`src/atr_fifo.sv`:
```
// atr_fifo: short register queue between the front and back ends
// no dependencies
`default_nettype none

module atr_fifo #(
   parameter int WIDTH = 32,
   parameter int DEPTH = 2
) (
   input  wire logic             clock,
   input  wire logic             reset,
   input  wire logic             push,
   input  wire logic [WIDTH-1:0] push_data,
   input  wire logic             pop,
   output logic      [WIDTH-1:0] pop_data,
   output logic                  full,
   output logic                  empty
);

   localparam int PTR_W = (DEPTH > 1) ? $clog2(DEPTH) : 1;
   localparam int CNT_BITS = $clog2(DEPTH + 1);

   logic [WIDTH-1:0]    slot_ff [DEPTH];
   logic [PTR_W-1:0]    wr_ptr_ff, wr_ptr_in;
   logic [PTR_W-1:0]    rd_ptr_ff, rd_ptr_in;
   logic [CNT_BITS-1:0] count_ff, count_in;
   logic                do_push, do_pop;

   assign full     = (count_ff == CNT_BITS'(DEPTH));
   assign empty    = (count_ff == '0);
   assign do_push  = push && !full;
   assign do_pop   = pop && !empty;
   assign pop_data = slot_ff[rd_ptr_ff];

   always_comb begin
      wr_ptr_in = wr_ptr_ff;
      rd_ptr_in = rd_ptr_ff;
      count_in  = count_ff;
      if (do_push) begin
         wr_ptr_in = (wr_ptr_ff == PTR_W'(DEPTH - 1)) ? '0 : wr_ptr_ff + 1'b1;
      end
      if (do_pop) begin
         rd_ptr_in = (rd_ptr_ff == PTR_W'(DEPTH - 1)) ? '0 : rd_ptr_ff + 1'b1;
      end
      if (do_push && !do_pop) begin
         count_in = count_ff + 1'b1;
      end else if (do_pop && !do_push) begin
         count_in = count_ff - 1'b1;
      end
   end

   always_ff @(posedge clock) begin
      if (reset) begin
         wr_ptr_ff <= '0;
         rd_ptr_ff <= '0;
         count_ff  <= '0;
      end else begin
         wr_ptr_ff <= wr_ptr_in;
         rd_ptr_ff <= rd_ptr_in;
         count_ff  <= count_in;
      end
   end

   always_ff @(posedge clock) begin
      if (do_push) begin
         slot_ff[wr_ptr_ff] <= push_data;
      end
   end

endmodule

`default_nettype wire

```
`config.mk`:
```
export PLATFORM = sky130hd
export DESIGN_NAME = atr_fifo
export DESIGN_NICKNAME = d
export VERILOG_FILES = /design/src/atr_fifo.sv
export SDC_FILE = /design/constraint.sdc
export NUM_CORES = 1
export LEC_CHECK = 0
export BUFFER_PORTS_ARGS = -buffer_cell sky130_fd_sc_hd__buf_2
export CELL_PAD_IN_SITES_DETAIL_PLACEMENT = 1
export CELL_PAD_IN_SITES_GLOBAL_PLACEMENT = 1
export CORE_ASPECT_RATIO = 0.5
export CORE_UTILIZATION = 46
export CTS_CLUSTER_DIAMETER = 40
export DETAILED_ROUTE_END_ITERATION = 7
export PLACE_DENSITY = 0.91
export RECOVER_POWER = 100
export SLEW_MARGIN = 0
export SYNTH_ARGS = -nofsm -noshare
export SYNTH_HDL_FRONTEND = slang
export SYNTH_SLANG_ARGS = --single-unit
```
`constraint.sdc`:
```
create_clock -name clock -period 5.7 [get_ports clock]
set_input_delay 0 -clock clock [delete_from_list [all_inputs] [get_ports clock]]
set_output_delay 0 -clock clock [all_outputs]
set_load 0.01 [all_outputs]
```
-- Word-level counts from Yosys, hierarchy flattened
Memories as Yosys holds them, arrays and structs flattened. A register that Yosys moved wholly into a read port is not among the register bits.
Cells that the tools add are included.
W data, S select, Z words.
- multiplexer cells: 8
- $lt $le $gt $ge: 0
- multiply operators: 0
- equal/unequal tests: 1
- shifts and indexed selects: 0
- reduce and logical (&&, ||, !) cells: 10
- div/mod/pow operators: 0
- bitwise logic cells: 0
- $add $sub $neg: 4
- operators by type and width (kind ; number):
    $mux W1 ; 6
    $logic_and A1 B1 Y1 ; 4
    $logic_not A1 Y1 ; 4
    $mux W2 ; 2
    $add A1 B1 Y1 const B ; 2
    $add A2 B1 Y2 const B ; 1
    $eq A2 B2 Y1 const B ; 1
    $logic_not A2 Y1 ; 1
    $reduce_bool A2 Y1 ; 1
    $sub A2 B1 Y2 const B ; 1
- bits in read-only memories: 0
- logic and storage cells: 27
- output and inout port bits: 34
- memories: 1
- register bits: 4
- bits in latches: 0
- input bits: 36
- RAM bits: 64
- memory list (name ; depth ; width ; read ports ; clocked after Yosys merged registers in ; write ports ; line ; text):
    slot_ff ; 2 ; 32 ; 1 ; 1 ; 1 ; 22 ; logic [WIDTH-1:0] slot_ff [DEPTH];

-- Logic depth before layout (Yosys ltp)
- depth after elaboration: 7
- gate-level depth with buffers: 6
- gate-level depth less buffers: 6

-- Least setup slack after synthesis
OpenSTA, ideal clock, no wires.
- kind: flip-flop to flip-flop
- start point: register count_ff[1]
- end point: memory slot_ff[0][0] (enable)
- period minus slack after synthesis: 1.850 ns
- required time: 5.313 ns
- arrival time: 1.463 ns
- path slack: 3.850 ns
- stages on the path, launching flop included: 4
- cells stage by stage: dfxtp_1 -> nor2b_2 -> or3_1 -> inv_1
- word-level cells in the longest chain between the ends: 5
- ends and longest elaborated chain (item ; line ; text):
    start, declared ; 25 ; logic [CNT_BITS-1:0] count_ff, count_in;
    start signal, assigned ; 59 ; count_ff <= count_in;
    $eq A2 B2 Y1 ; 28 ; assign full = (count_ff == CNT_BITS'(DEPTH));
    via full ; 15 ; output logic full,
    $logic_not A1 Y1 ; 30 ; assign do_push = push && !full;
    $logic_and A1 B1 Y1 ; 30 ;
    $mux W1 ; 64 ; if (do_push) begin
    $mux W1 (not written as such) ; 65 ; slot_ff[wr_ptr_ff] <= push_data;
    end, declared ; 22 ;
The timed path passes the listed nets, and every way through them passes these cells.

-- Final worst setup path
- start point: register count_ff[0]
- end point: memory slot_ff[1][17] (enable)
- word-level cells in the longest chain between the ends: 5
- ends and longest elaborated chain (item ; line ; text):
    $eq A2 B2 Y1 ; 28 ;
    $logic_not A1 Y1 ; 30 ;
    $logic_and A1 B1 Y1 ; 30 ;
    via do_push ; 26 ; logic do_push, do_pop;
    $mux W1 ; 64 ;
    $mux W1 (not written as such) ; 65 ;
The timed path passes the listed nets, and every way through them passes these cells.

==> metrics.yaml <==
floorplanning:
  start_util_pct: 49.4
  num_rows: 18
  ioPinCount: 70
  dieArea_mm2: 0.00581
  die_h_um: 54.4
  die_x_um: 107
  core_area_mm2: 0.00511
synthesis:
  synthCells: 125
  synth_cell_types: 15
  synth_seq_cells: 69
  yosysSeqAreaShare_pct: 80.0
  synth.avg_cell_area_um2: 20.2
  synth_nets: 162
  syn_area_mm2: 0.00253
  ys_warn_count: 0
run:
  drv_cap: 1
finish:
  mostFrequentLayoutCells: "edfxtp_1, clkbuf_1, dlygate4sd3_1"
  layout_commonest_cell: "edfxtp_1"
  nets: 274
  antenna_cells: 0
  drive_gt1_share_pct: 22.3
  syn2layout_area_growth_pct: 35.0
cts:
  clock-sinks: 69
  clkLatencyLatePin_ns: 0.34
  cts_resized: 0
  postCtsSetupRepairBufs: 0
  clockRootBuffer: "clkbuf_8"
  clk_pin_slew_ns: 0.08
  cts_buffer_depth: 2
  htreeDepth: 3
  cts_buffers: 9
  cts_tree: "built"
placement:
  port_buffers: 69
  routabilityCongestion: 0.681
  dpl.hpwl_um: 3440
sta:
  setup_viol: 0
  period_share_pct: 49.9
  drv_slew: 28
  final.setup_skew_ns: 0.00938
  finalSetupTns_ns: 0
  worstMarginPinSlew_ns: 1.64
  final_hold_viol_count: 0
  max_slew_margin_pct: -9.39
  min_period_ns: 2.85
  fmax_mhz: 351
  worst_hold_slack_ns: 0.0737
  rsz0062_at_grt: "no"
setup_path:
  cp_max_fo: 27
  crit_arrival_ns: 2.78
  endpoint_kind: "flip-flop"
  crit_path_start_kind: "flip-flop"
  crit_required_ns: 5.63
  worstSetupPathType: "reg -> reg"
detailed_routing:
  firstDrtPassIters: 4
  initialDrtViolationCount: 55
  wl_per_cell_um: 22.5
  drc: 0
  vias: 1569
  vias_per_cell: 5.03
  drtAntennaViolNets: 0
  routed_wl_um: 7020
global_routing:
  grt_max_degree: 28
  antenna_found_initial: 0
  grtUsageTotal_pct: 26.3
  overflow: 0
  grt_pass1_wl_um: 10200
  grt_pass1_vias: 1762
run_status:
  violations: "max-capacitance violations, max-slew violations"
  run_status: "finished with violations"
hold_path:
  hp-class: "in -> reg"
pwr:
  peakVddDrop_v: 0.000220
  p_leak_nw: 1.18
  p_per_area_mw_per_mm2: 435
[Yosys cell counts]
library cell	n	area share, %
a21oi_1	2	0.40
nor2b_2	1	0.35
ha_1	1	0.50
mux2_1	2	0.89
dfxtp_1	5	4.0
clkbuf_1	1	0.15
mux2_2	30	13
nor2_1	5	0.74
xor2_1	3	1.0
inv_1	2	0.30
buf_4	3	0.89
or3_1	2	0.50
and2_1	1	0.25
o21ai_0	3	0.59
edfxtp_1	64	76
[report_power, final]
group	total [W]	switching, W	internal, W
registers	0.000687	0.0000460	0.000641
clock network	0.000428	0.000183	0.000245
logic	0.000367	0.000216	0.000151
[metrics by stage]
step	setup WS (ns)	power (W)	cell area (um2)	utilization, %	std cells
after floorplan	3.85	0.000900	2530	-	125
after detailed placement	3.61	0.00104	2960	57.8	263
final	2.85	0.00148	3410	66.7	312
after global routing	2.74	0.00153	3410	66.7	312
after global placement	3.75	0.00101	2960	57.8	263
after CTS	3.59	0.00148	3490	68.3	312
[layer usage]
metal	global-route usage (%)	share of wire, %
met3	7.38	3.5
met2	50.5	54
met1	28.1	40
met4	12.8	3.0
met5	0	0
[worst max-delay path, cell delays in order, from the launching register on]
cell      delay, ns
dfxtp_1        0.45
nor2b_1        0.14
nor2_1         0.18
and2_0         0.42
clkbuf_1       1.23
[kinds of logic after synthesis]
family	Yosys count	synth area share, %
DFF	69	80.0
AOI/OAI and AO/OA	5	0.990
xor gates and xnor gates	3	1.04
muxes	32	14.3
adders and majority gates	1	0.495
buffers and inverters	6	1.34
and+or+nand+nor	9	1.83
[layout make-up]
class	count	area, um2
sequential	69	2020
fill	496	1700
multi-input combinational	50	468
inverter	2	7.51
clock inverter	5	75.1
tap	70	87.6
clock buffer	11	131
timing repair buffer	105	618
[worst paths after layout]
path / startpoint / end / slack (ns) / cells after the start
hold / removal: push / wr_ptr_ff / 0.07 / 4
setup / recovery: count_ff[0] / slot_ff[1][17] / 2.85 / 4
setup reg to reg: count_ff[0] / slot_ff[1][17] / 2.85 / 4
hold reg to reg: wr_ptr_ff / wr_ptr_ff / 0.52 / 2
[repair_timing]
item,4_1_cts,5_1_grt
hold endpoints to repair,69,0
endpoints found under the setup margin,0,0
hold buffers,33,0
[sequential cells by signal (all words and copies together), names as in the netlist, named ones only]
name       flops
count_ff       2
rd_ptr_ff      1
slot_ff       64
wr_ptr_ff      1
Power figures use the tool's default switching activity.
