### src/atr_pkg.sv
// atr_pkg: shared types and constants for the average true range tracker
// no dependencies; used by atr_front, atr_back and the top level core
`default_nettype none

package atr_pkg;

   // width of the count of ranges in the mean, also the width of the window register
   localparam int CNT_W = 9;

   // width of the configuration register index
   localparam int CSR_INDEX_W = 1;

   typedef enum logic [CSR_INDEX_W-1:0] {
      CSR_WINDOW_LENGTH = 1'b0,
      CSR_INITIAL_CLOSE = 1'b1
   } csr_index_type;

   // reset values of the configuration registers
   localparam logic [CNT_W-1:0] WINDOW_RESET = 9'd14;
   localparam logic [47:0]      CLOSE_RESET  = 48'd6553600;

   // entries of the queue between the front and back ends
   localparam int QUEUE_DEPTH = 2;

   typedef enum logic [1:0] {
      BK_IDLE,
      BK_UPDATE,
      BK_DIVIDE,
      BK_OUTPUT
   } back_state_type;

endpackage

`default_nettype wire

### src/atr_front.sv
// atr_front: accepts price bars, tracks the previous close, forms the true range
// depends on atr_pkg; feeds atr_fifo
`default_nettype none

module atr_front #(
   parameter int PRICE_BITS = 32
) (
   input  wire logic                  clock,
   input  wire logic                  reset,
   input  wire logic                  clear,
   input  wire logic [PRICE_BITS-1:0] clear_close,
   input  wire logic                  req_valid,
   output logic                       req_stall,
   input  wire logic [PRICE_BITS-1:0] req_high_price,
   input  wire logic [PRICE_BITS-1:0] req_low_price,
   input  wire logic [PRICE_BITS-1:0] req_close_price,
   input  wire logic                  queue_full,
   output logic                       queue_push,
   output logic      [PRICE_BITS-1:0] queue_data
);

   logic                  stage_valid_ff, stage_valid_in;
   logic [PRICE_BITS-1:0] last_close_ff, last_close_in;
   logic [PRICE_BITS-1:0] hl_ff, hl_in;
   logic [PRICE_BITS-1:0] hc_ff, hc_in;
   logic [PRICE_BITS-1:0] lc_ff, lc_in;
   logic                  accept;
   logic [PRICE_BITS-1:0] max_a;

   assign req_stall  = stage_valid_ff && queue_full;
   assign accept     = req_valid && !req_stall;
   assign queue_push = stage_valid_ff && !queue_full;

   // stage one: the three distances, low above high gives zero span
   always_comb begin
      hl_in = (req_high_price >= req_low_price) ? req_high_price - req_low_price : '0;
      hc_in = (req_high_price >= last_close_ff) ? req_high_price - last_close_ff
                                                 : last_close_ff - req_high_price;
      lc_in = (req_low_price >= last_close_ff) ? req_low_price - last_close_ff
                                                : last_close_ff - req_low_price;
   end

   // stage two: largest of the three
   always_comb begin
      max_a      = (hc_ff > hl_ff) ? hc_ff : hl_ff;
      queue_data = (lc_ff > max_a) ? lc_ff : max_a;
   end

   always_comb begin
      stage_valid_in = stage_valid_ff;
      last_close_in  = last_close_ff;
      if (queue_push) begin
         stage_valid_in = 1'b0;
      end
      if (accept) begin
         stage_valid_in = 1'b1;
         last_close_in  = req_close_price;
      end
      if (clear) begin
         last_close_in = clear_close;
      end
   end

   always_ff @(posedge clock) begin
      if (reset) begin
         stage_valid_ff <= 1'b0;
         last_close_ff  <= PRICE_BITS'(atr_pkg::CLOSE_RESET);
      end else begin
         stage_valid_ff <= stage_valid_in;
         last_close_ff  <= last_close_in;
      end
   end

   always_ff @(posedge clock) begin
      if (accept) begin
         hl_ff <= hl_in;
         hc_ff <= hc_in;
         lc_ff <= lc_in;
      end
   end

endmodule

`default_nettype wire

### config.mk
export PLATFORM = sky130hd
export DESIGN_NAME = atr_front
export DESIGN_NICKNAME = d
export VERILOG_FILES = /design/src/atr_pkg.sv /design/src/atr_front.sv
export SDC_FILE = /design/constraint.sdc
export NUM_CORES = 1
export LEC_CHECK = 0
export BUFFER_PORTS_ARGS = -buffer_cell sky130_fd_sc_hd__buf_2
export CAP_MARGIN = 20
export CORE_MARGIN = 5
export CORE_UTILIZATION = 55
export DETAILED_ROUTE_END_ITERATION = 8
export GPL_TIMING_DRIVEN = 0
export PLACE_DENSITY = 0.87
export SYNTH_ARGS = -nofsm -noshare
export SYNTH_HDL_FRONTEND = slang
export SYNTH_SLANG_ARGS = --single-unit
### constraint.sdc
create_clock -name clock -period 8 [get_ports clock]
set_input_delay 0.8 -clock clock [delete_from_list [all_inputs] [get_ports clock]]
set_output_delay 0.8 -clock clock [all_outputs]
set_load 0.005 [all_outputs]
# Word-level counts from Yosys, hierarchy flattened
# Cells that the tools add are included.
# classes
magnitude_cmp	5
add_sub_neg	5
reduce_logical	7
muxes	8
# ops
op	n
32-bit two-way mux	6
32-bit subtractor	5
32-bit >= comparator	3
32-bit greater-than comparator	2
2-bit nonzero test	2
1-bit logical AND	3
1-bit zero test	2
1-bit two-way mux	2
# word_totals
regBits	129
output_inout_bits	34

# Depth between registers and ports, before layout
# Gate-level depths: netlist of the first run.
# logic_depth
ltp_word	5
mapped_depth	24
depth_no_buf	22

# Worst setup path after synthesis of the first run
# Ideal clock, no wire load.
# synth_path
path_kind	reg-to-output
start	register hc_ff[5]
end	output port queue_data[10]
slack_ns	2.696
t_arrival_ns	4.504
n_path_buf	2
path_stages_with_launch	24
cell_sequence	edfxtp_1 ha_1 a21o_1 a21o_1 a21oi_1 nor2_1 a211oi_1 o221ai_1 a221o_1 o21ai_1 buf_2 mux2i_1 ha_1 a21o_1 a21o_1 a21o_1 a21o_1 a21oi_1 nor2b_1 o21ai_0 nand3_1 o21ai_1 buf_2 mux2i_1
# synth_via
elab_chain_cells	4
# synth_lines
item	line_no	text
from (decl)	atr_front.sv:25	logic [PRICE_BITS-1:0] hc_ff, hc_in;
from (signal assigned)	atr_front.sv:77	hc_ff <= hc_in;
32-bit greater-than comparator	atr_front.sv:45	max_a = (hc_ff > hl_ff) ? hc_ff : hl_ff;
32-bit two-way mux *	atr_front.sv:45	
32-bit greater-than comparator	atr_front.sv:46	queue_data = (lc_ff > max_a) ? lc_ff : max_a;
32-bit two-way mux *	atr_front.sv:46	
to (decl)	atr_front.sv:19	output logic [PRICE_BITS-1:0] queue_data
# Every way passes the cells marked *; elsewhere a longest branch is shown, timed or not.

# Worst setup path after layout of the first run
# layout_path
start	register hc_ff[5]
end	output port queue_data[4]
# The elaborated chain is that of the path after synthesis.

==> flow_metrics.py, run 1 <==
metrics = {
    "yosys": {
        "synth_area_leaders": "edfxtp_1, ha_1, a21oi_1",
        "async_reset_ff_share_pct": 0,
        "synth_compound_area_share_pct": 24.4,
        "synthesis.nets": 2188,
        "yosys-top-cells-count": "ha_1, a21oi_1, inv_1",
        "synth_top_area_share_pct": 19.2,
        "synth_top_area_cell": "edfxtp_1",
        "synth.most_common_cell": "ha_1",
        "synth_ff_type": "edfxtp_1",
        "syn_area_um2": 15000,
        "syn_inst": 1828,
        "synth_top_family_by_area": "compound AO/OA/AOI/OAI gates",
        "synth-simple-area-share_pct": 13.3,
        "seq_area_frac_synth_pct": 23.6,
        "synth_cell_types": 72,
        "avgSynthCellArea_um2": 8.21,
        "synth_enable_flop_cells": 96,
        "ys_ff_latch": 129,
        "ys_warn_count": 0,
        "synth_fa_ha_area_share_pct": 19.2,
        "synthMuxAreaShare_pct": 6.81,
        "synth_xor_area_share_pct": 5.13,
    },
    "global_routing": {
        "overflow": 0,
        "grt.met3_usage_pct": 7.16,
        "grt_max_degree": 63,
        "met1_usage_pct": 44.8,
        "grt_pass1_vias": 13900,
        "grt_usage_pct": 31.9,
        "met2_usage_pct": 49.0,
        "antenna_found_initial": 4,
        "globalRoute.busiestLayer": "met2",
        "grt_pass1_wl_um": 76800,
    },
    "min_path": {
        "hp-start": "clear_close[21]",
        "hold_depth": 3,
        "hold_class": "primary input to flip-flop",
        "min_to": "last_close_ff[21]",
    },
    "drt": {
        "drt-wirelength-per-cell_um": 21.2,
        "drc_errors": 0,
        "ant_nets": 0,
        "avgViaCountPerCell": 6.08,
        "dr.first_iter.drc_count": 1638,
        "vias": 14400,
        "first_pass_iters": 6,
        "wl_um": 50200,
    },
    "place": {
        "placed_area_um2": 16300,
        "port_buffers": 165,
        "dp_hpwl_um": 41700,
        "gp_congestion": 1.01,
    },
    "critical_path": {
        "ff2ff_path_depth": 11,
        "path_max_fanout": 10,
        "worst_ep_arrival_time_ns": 6.30,
        "worstPathRequired_ns": 7.20,
        "regToRegSetupSlack_ns": 3.94,
        "r2r_start": "last_close_ff[1]",
        "critical_path.startpoint_type": "flip-flop",
        "crit_type": "flip-flop to primary output",
        "r2r-end": "lc_ff[31]",
        "worst_setup_path_end_kind": "primary output",
    },
    "sta": {
        "max_clock_freq_mhz": 141,
        "final.period_utilization_pct": 88.8,
        "setup_viol": 0,
        "fin_skew_ns": 0.0182,
        "hold_violations": 0,
        "worst_pin_slew_ns": 0.690,
        "rsz0062_at_grt": "false",
        "finalSetupTns_ns": 0,
        "slew_headroom_pct": 54.0,
        "layout_min_cycle_time_ns": 7.10,
        "slew_viol_final": 0,
    },
    "floorplan": {
        "dieArea_um2": 30700,
        "die_width_um": 175,
        "placementRows": 60,
        "die_h_um": 175,
        "core_um2": 27000,
        "start_util_pct": 55.7,
        "boundaryPins": 167,
    },
    "job": {
        "drv_cap": 0,
    },
    "finish": {
        "design_area_um2": 16900,
        "syn_to_final_growth_pct": 12.8,
        "seq_area_um2": 3540,
        "multi_input_area_um2": 10300,
        "fillers": 2315,
        "drive_gt1_share_pct": 12.8,
        "diodes": 0,
        "nNetsFinal": 2373,
    },
    "pwr": {
        "pwr-share-comb_pct": 48.6,
        "power.leakage_uw": 0.00833,
        "clock_power_share_pct": 25.2,
        "vdd_ir_drop_max_mv": 0.111,
        "power_density_nw_per_um2": 207,
        "seqPwrFrac_pct": 26.2,
        "internal_power_uw": 2070,
        "netSwitchingPower_uw": 1430,
        "swShare_pct": 40.9,
        "fin_total_pwr_uw": 3500,
    },
    "clock_network": {
        "cts_made_buffers": 17,
        "numClockSinks": 129,
        "cts_max_path_buffers": 2,
        "clkLatencyLatePin_ns": 0.44,
        "htreeDepth": 4,
        "cts-resized-gates": 0,
        "cts_tree": "yes",
        "clkTransAtPathRegs_ns": 0.08,
        "postCtsSetupBuffers": 0,
        "cts_hold_buf": 0,
        "cts_root_buf": "clkbuf_16",
    },
    "status": {
        "status": "completed",
    },
}
-- layout make-up --
cell class                 count  area share [%]
inverter                     193            4.28
multi-input combinational   1419            61.1
clock inverter                14            1.19
tap                          341            2.52
clock buffer                  18            2.54
timing repair buffer         166            5.04
sequential                   129            20.9
buffer                        87            2.44
-- worst max path at each step --
| stage | start | end | slack (ns) |
|---|---|---|---|
| final | hc_ff[5] | queue_data[4] | 0.90 |
| after floorplan | hc_ff[5] | queue_data[10] | 2.70 |
| after CTS | hc_ff[5] | queue_data[5] | 0.89 |
| after global placement | hc_ff[5] | queue_data[29] | 1.48 |
| after global routing | hc_ff[5] | queue_data[4] | 0.63 |
| after detailed placement | hc_ff[5] | queue_data[5] | 1.37 |
-- metal layers --
| layer | part of all wire, % | routed length [um] |
|---|---|---|
| met5 | 0.054 | 27 |
| met4 | 3.0 | 1500 |
| met3 | 9.9 | 4970 |
| met2 | 43 | 21500 |
| met1 | 44 | 22200 |
-- logic make-up (layout without fill, tap and decap cells) --
family                     count (synthesis)  in the layout
AOI/OAI and AO/OA                        573            573
xor gates and xnor gates                  88             88
adders and majority gates                227            227
buffers and inverters                    280            478
DFF                                      129            129
muxes                                    101            101
and+or+nand+nor                          430            430
-- layout by cell type (no fill, tap or decap), types with 42 or more instances in the layout --
master,count
nand4_1,42
nor2_1,180
a21oi_1,217
mux2i_1,95
clkbuf_1,52
edfxtp_1,96
nand2_1,91
a21o_1,112
buf_2,183
o21ai_0,77
ha_1,222
xnor2_1,54
inv_1,193
-- worst max-delay path, cell delays in order, from the launching register on --
cell,delay [ns]
edfxtp_1,0.40
ha_1,0.31
a21o_1,0.16
a21o_1,0.17
a21oi_1,0.15
nor2_1,0.06
a211oi_1,0.23
o221ai_1,0.18
a221o_1,0.39
o21ai_1,0.27
buf_2,0.43
mux2i_1,0.35
ha_1,0.31
a21o_1,0.17
a21o_1,0.17
a21oi_1,0.19
nor2_1,0.07
a211oi_1,0.24
o211ai_1,0.17
nand3_1,0.13
nand3_1,0.08
o21ai_1,0.38
buf_2,0.41
mux2i_1,0.28
buf_2,0.16
-- power groups by stage --
stage | logic [uW] | clock network (uW) | registers [uW]
floorplan | 1120 | 0 | 905
global placement | 1620 | 0 | 922
detailed placement | 1660 | 0 | 926
CTS | 1670 | 882 | 913
global route | 1850 | 910 | 924
finish | 1700 | 882 | 915
-- flip-flops by register name, summed over array words and instances, names as in the netlist --
| register | cells |
|---|---|
| last_close_ff | 32 |
| stage_valid_ff | 1 |
| hc_ff | 32 |
| lc_ff | 32 |
| hl_ff | 32 |
-- through the flow --
| stage | util [%] | worst slack (ns) | hold slack [ns] | std cells |
|---|---|---|---|---|
| after floorplan | - | 2.70 | 0.591 | 1828 |
| after global routing | 62.8 | 0.630 | 0.600 | 2367 |
| final | 62.8 | 0.896 | 0.581 | 2367 |
| after detailed placement | 60.5 | 1.37 | 0.628 | 2335 |
| after CTS | 62.8 | 0.887 | 0.576 | 2367 |
| after global placement | 60.3 | 1.48 | 0.596 | 2334 |
Power figures use the tool's default switching activity.
==> inputs of run 2 (changes only) <==
- ABC_AREA: default -> 1
- PLACE_DENSITY: 0.87 -> 0.86
==> flow_metrics.py, run 2 <==
metrics = {
    "status": {
        "status": "completed",
    },
    "critical_path": {
        "critical_path.startpoint_type": "flip-flop",
        "regToRegSetupSlack_ns": 4.81,
        "critPathMostFrequentCell": "nand2_1",
        "worstPathRequired_ns": 7.20,
        "slowest_delay_ns": 0.50,
        "cp_top_family": "simple AND/OR/NAND/NOR gates",
        "path_buf_inv": 4,
        "ff2ff_path_depth": 14,
        "r2r_start": "last_close_ff[1]",
        "r2r-end": "lc_ff[31]",
        "worst_ep_arrival_time_ns": 4.85,
        "path_max_fanout": 10,
        "crit_type": "flip-flop to primary output",
        "worst_setup_path_end_kind": "primary output",
        "path_cells": "inv_1 -> ha_1 -> a21oi_1 -> o21a_1 -> nand2_1 -> a21oi_1 -> nand2_1 -> nand2_1 -> buf_2 -> nand2_1 -> nand2_1 -> ha_1 -> nand2_1 -> nor2_1 -> nand2_1 -> nor2_1 -> nand4_1 -> nand2_1 -> buf_1 -> nand3_1 -> nand2_1 -> buf_2",
        "cpMaxStageDelayCell": "buf_1",
    },
    "sta": {
        "final.period_utilization_pct": 70.7,
        "slew_viol_final": 0,
        "rsz0062_at_grt": "false",
        "max_clock_freq_mhz": 177,
        "slew_headroom_pct": 58.2,
        "setup_viol": 0,
        "worst_pin_slew_ns": 0.620,
        "hold_violations": 0,
        "layout_min_cycle_time_ns": 5.65,
        "fin_skew_ns": 0.0203,
        "finalSetupTns_ns": 0,
        "hold_ws_ns": 0.491,
    },
    "floorplan": {
        "boundaryPins": 167,
        "dieArea_um2": 36000,
        "placementRows": 65,
        "die_width_um": 190,
        "start_util_pct": 56.1,
        "core_um2": 31700,
        "die_h_um": 190,
    },
    "finish": {
        "fillers": 3076,
        "diodes": 0,
        "nNetsFinal": 3432,
        "drive_gt1_share_pct": 10.2,
        "syn_to_final_growth_pct": 11.0,
        "fin_cells": 3487,
        "final_common_cell": "nand2_1",
        "layout_common_cells": "nand2_1, inv_1, a21oi_1",
        "design_area_um2": 19700,
    },
    "drt": {
        "wl_um": 72600,
        "vias": 20300,
        "drt-wirelength-per-cell_um": 20.8,
        "avgViaCountPerCell": 5.82,
        "drc_errors": 0,
        "ant_nets": 0,
        "first_pass_iters": 8,
        "dr.first_iter.drc_count": 2270,
    },
    "yosys": {
        "synth_enable_flop_cells": 96,
        "ys_ff_latch": 129,
        "synth_area_leaders": "nand2_1, edfxtp_1, ha_1",
        "syn_area_um2": 17800,
        "yosys-top-cells-count": "nand2_1, inv_1, a21oi_1",
        "seq_area_frac_synth_pct": 19.9,
        "syn_inst": 2884,
        "synth_ff_type": "edfxtp_1",
        "synthesis.nets": 3244,
        "synth_cell_types": 43,
        "ys_warn_count": 0,
        "avgSynthCellArea_um2": 6.17,
        "synth.most_common_cell": "nand2_1",
        "synth_top_area_share_pct": 19.7,
        "synth_top_area_cell": "nand2_1",
        "async_reset_ff_share_pct": 0,
    },
    "pwr": {
        "power.leakage_uw": 0.0108,
        "power_density_nw_per_um2": 197,
        "seqPwrFrac_pct": 24.6,
        "vdd_ir_drop_max_mv": 0.164,
        "netSwitchingPower_uw": 1920,
        "swShare_pct": 49.3,
        "clock_power_share_pct": 19.5,
        "pwr-share-comb_pct": 55.9,
        "internal_power_uw": 1970,
    },
    "clock_network": {
        "postCtsSetupBuffers": 0,
        "htreeDepth": 4,
        "clkTransAtPathRegs_ns": 0.07,
        "cts_tree": "yes",
        "cts_made_buffers": 17,
        "numClockSinks": 129,
        "cts_hold_buf": 0,
        "cts-resized-gates": 0,
        "clkLatencyLatePin_ns": 0.47,
        "cts_root_buf": "clkbuf_16",
        "cts_max_path_buffers": 2,
    },
    "global_routing": {
        "overflow": 0,
        "grt_usage_pct": 39.9,
        "grt_max_degree": 39,
        "antenna_found_initial": 1,
        "grt_pass1_wl_um": 110000,
        "grt_pass1_vias": 19500,
    },
    "place": {
        "dp_hpwl_um": 62600,
        "dp.cells": 3455,
        "placed_area_um2": 19200,
        "gp_congestion": 1.08,
        "port_buffers": 166,
    },
    "min_path": {
        "hold_class": "flip-flop to flip-flop",
        "min_to": "stage_valid_ff",
        "hp-start": "stage_valid_ff",
        "hold_depth": 2,
    },
    "job": {
        "drv_cap": 0,
    },
}
## run 2: cell count changes after synthesis, moves of 29 or more
cell	previous run	this run
nand2_1	91	934
inv_1	193	414
nand3_1	25	161
a21o_1	112	12
mux2i_1	95	0
o21ai_0	77	157
a21oi_1	217	285
xnor2_1	54	11
nor2_1	180	222
xor2_1	34	72
clkbuf_1	52	15
o21bai_1	35	6
## run 2: logic make-up (layout without fill, tap and decap cells)
logic type               after synthesis  after routing  share of synthesized area, %
AND/OR/NAND/NOR                     1421           1421                          32.8
AO/OA/AOI/OAI                        519            519                          15.6
buffers and inverters                505            706                          11.4
adder cells (fa/ha/maj)              227            227                          16.2
flip-flops                           129            129                          19.9
XOR/XNOR                              83             83                          4.09
## run 2: cell type report
cell class	instances	area, um2	share of cell area (%)
Inverter	423	1590	8.04
Clock inverter	15	125	0.634
Timing Repair Buffer	169	891	4.51
Tap cell	402	503	2.55
Sequential cell	129	3540	17.9
Clock buffer	17	425	2.15
Multi-Input combinational cell	2250	12200	61.9
Buffer	82	448	2.27
## run 2: tightest hold or removal path, cell delays in order (launching register included)
cell	delay, ns
dfxtp_1	0.31
nand2_1	0.08
a21oi_1	0.06
## run 2: stage by stage
step,setup WS (ns),util (%),power [uW]
after floorplan,2.06,-,2270
after global placement,0.00750,60.3,3010
after detailed placement,2.93,60.5,3070
after CTS,2.41,62.2,3830
after global routing,1.96,62.2,4150
final,2.35,62.2,3890
## run 2: power by group through the flow
stage	clock [uW]	sequential (uW)	combinational [uW]
global placement	0	968	2040
global route	791	957	2410
detailed placement	0	965	2100
finish	760	955	2170
CTS	755	951	2120
floorplan	0	902	1370
## run 2: routing by layer
layer	wire length, um	up-vias	share of wire (%)	track usage, %
li1	-	9683	-	-
met2	31900	1174	44	64.2
met3	7940	273	11	9.25
met1	27900	9157	38	49.1
met5	0	-	0	0
met4	4820	0	6.6	23.2
## run 2: worst max-delay path by stage
stage / slack [ns] / endpoint / cells past startpoint / start
after floorplan: 2.06 / last_close_ff[22] / 8 / queue_full
after global placement: 0.008 / last_close_ff[18] / 9 / queue_full
after detailed placement: 2.93 / queue_data[26] / 22 / hc_ff[29]
after CTS: 2.41 / queue_data[26] / 22 / hc_ff[29]
after global routing: 1.96 / queue_data[11] / 22 / hc_ff[21]
final: 2.35 / queue_data[26] / 22 / hl_ff[31]
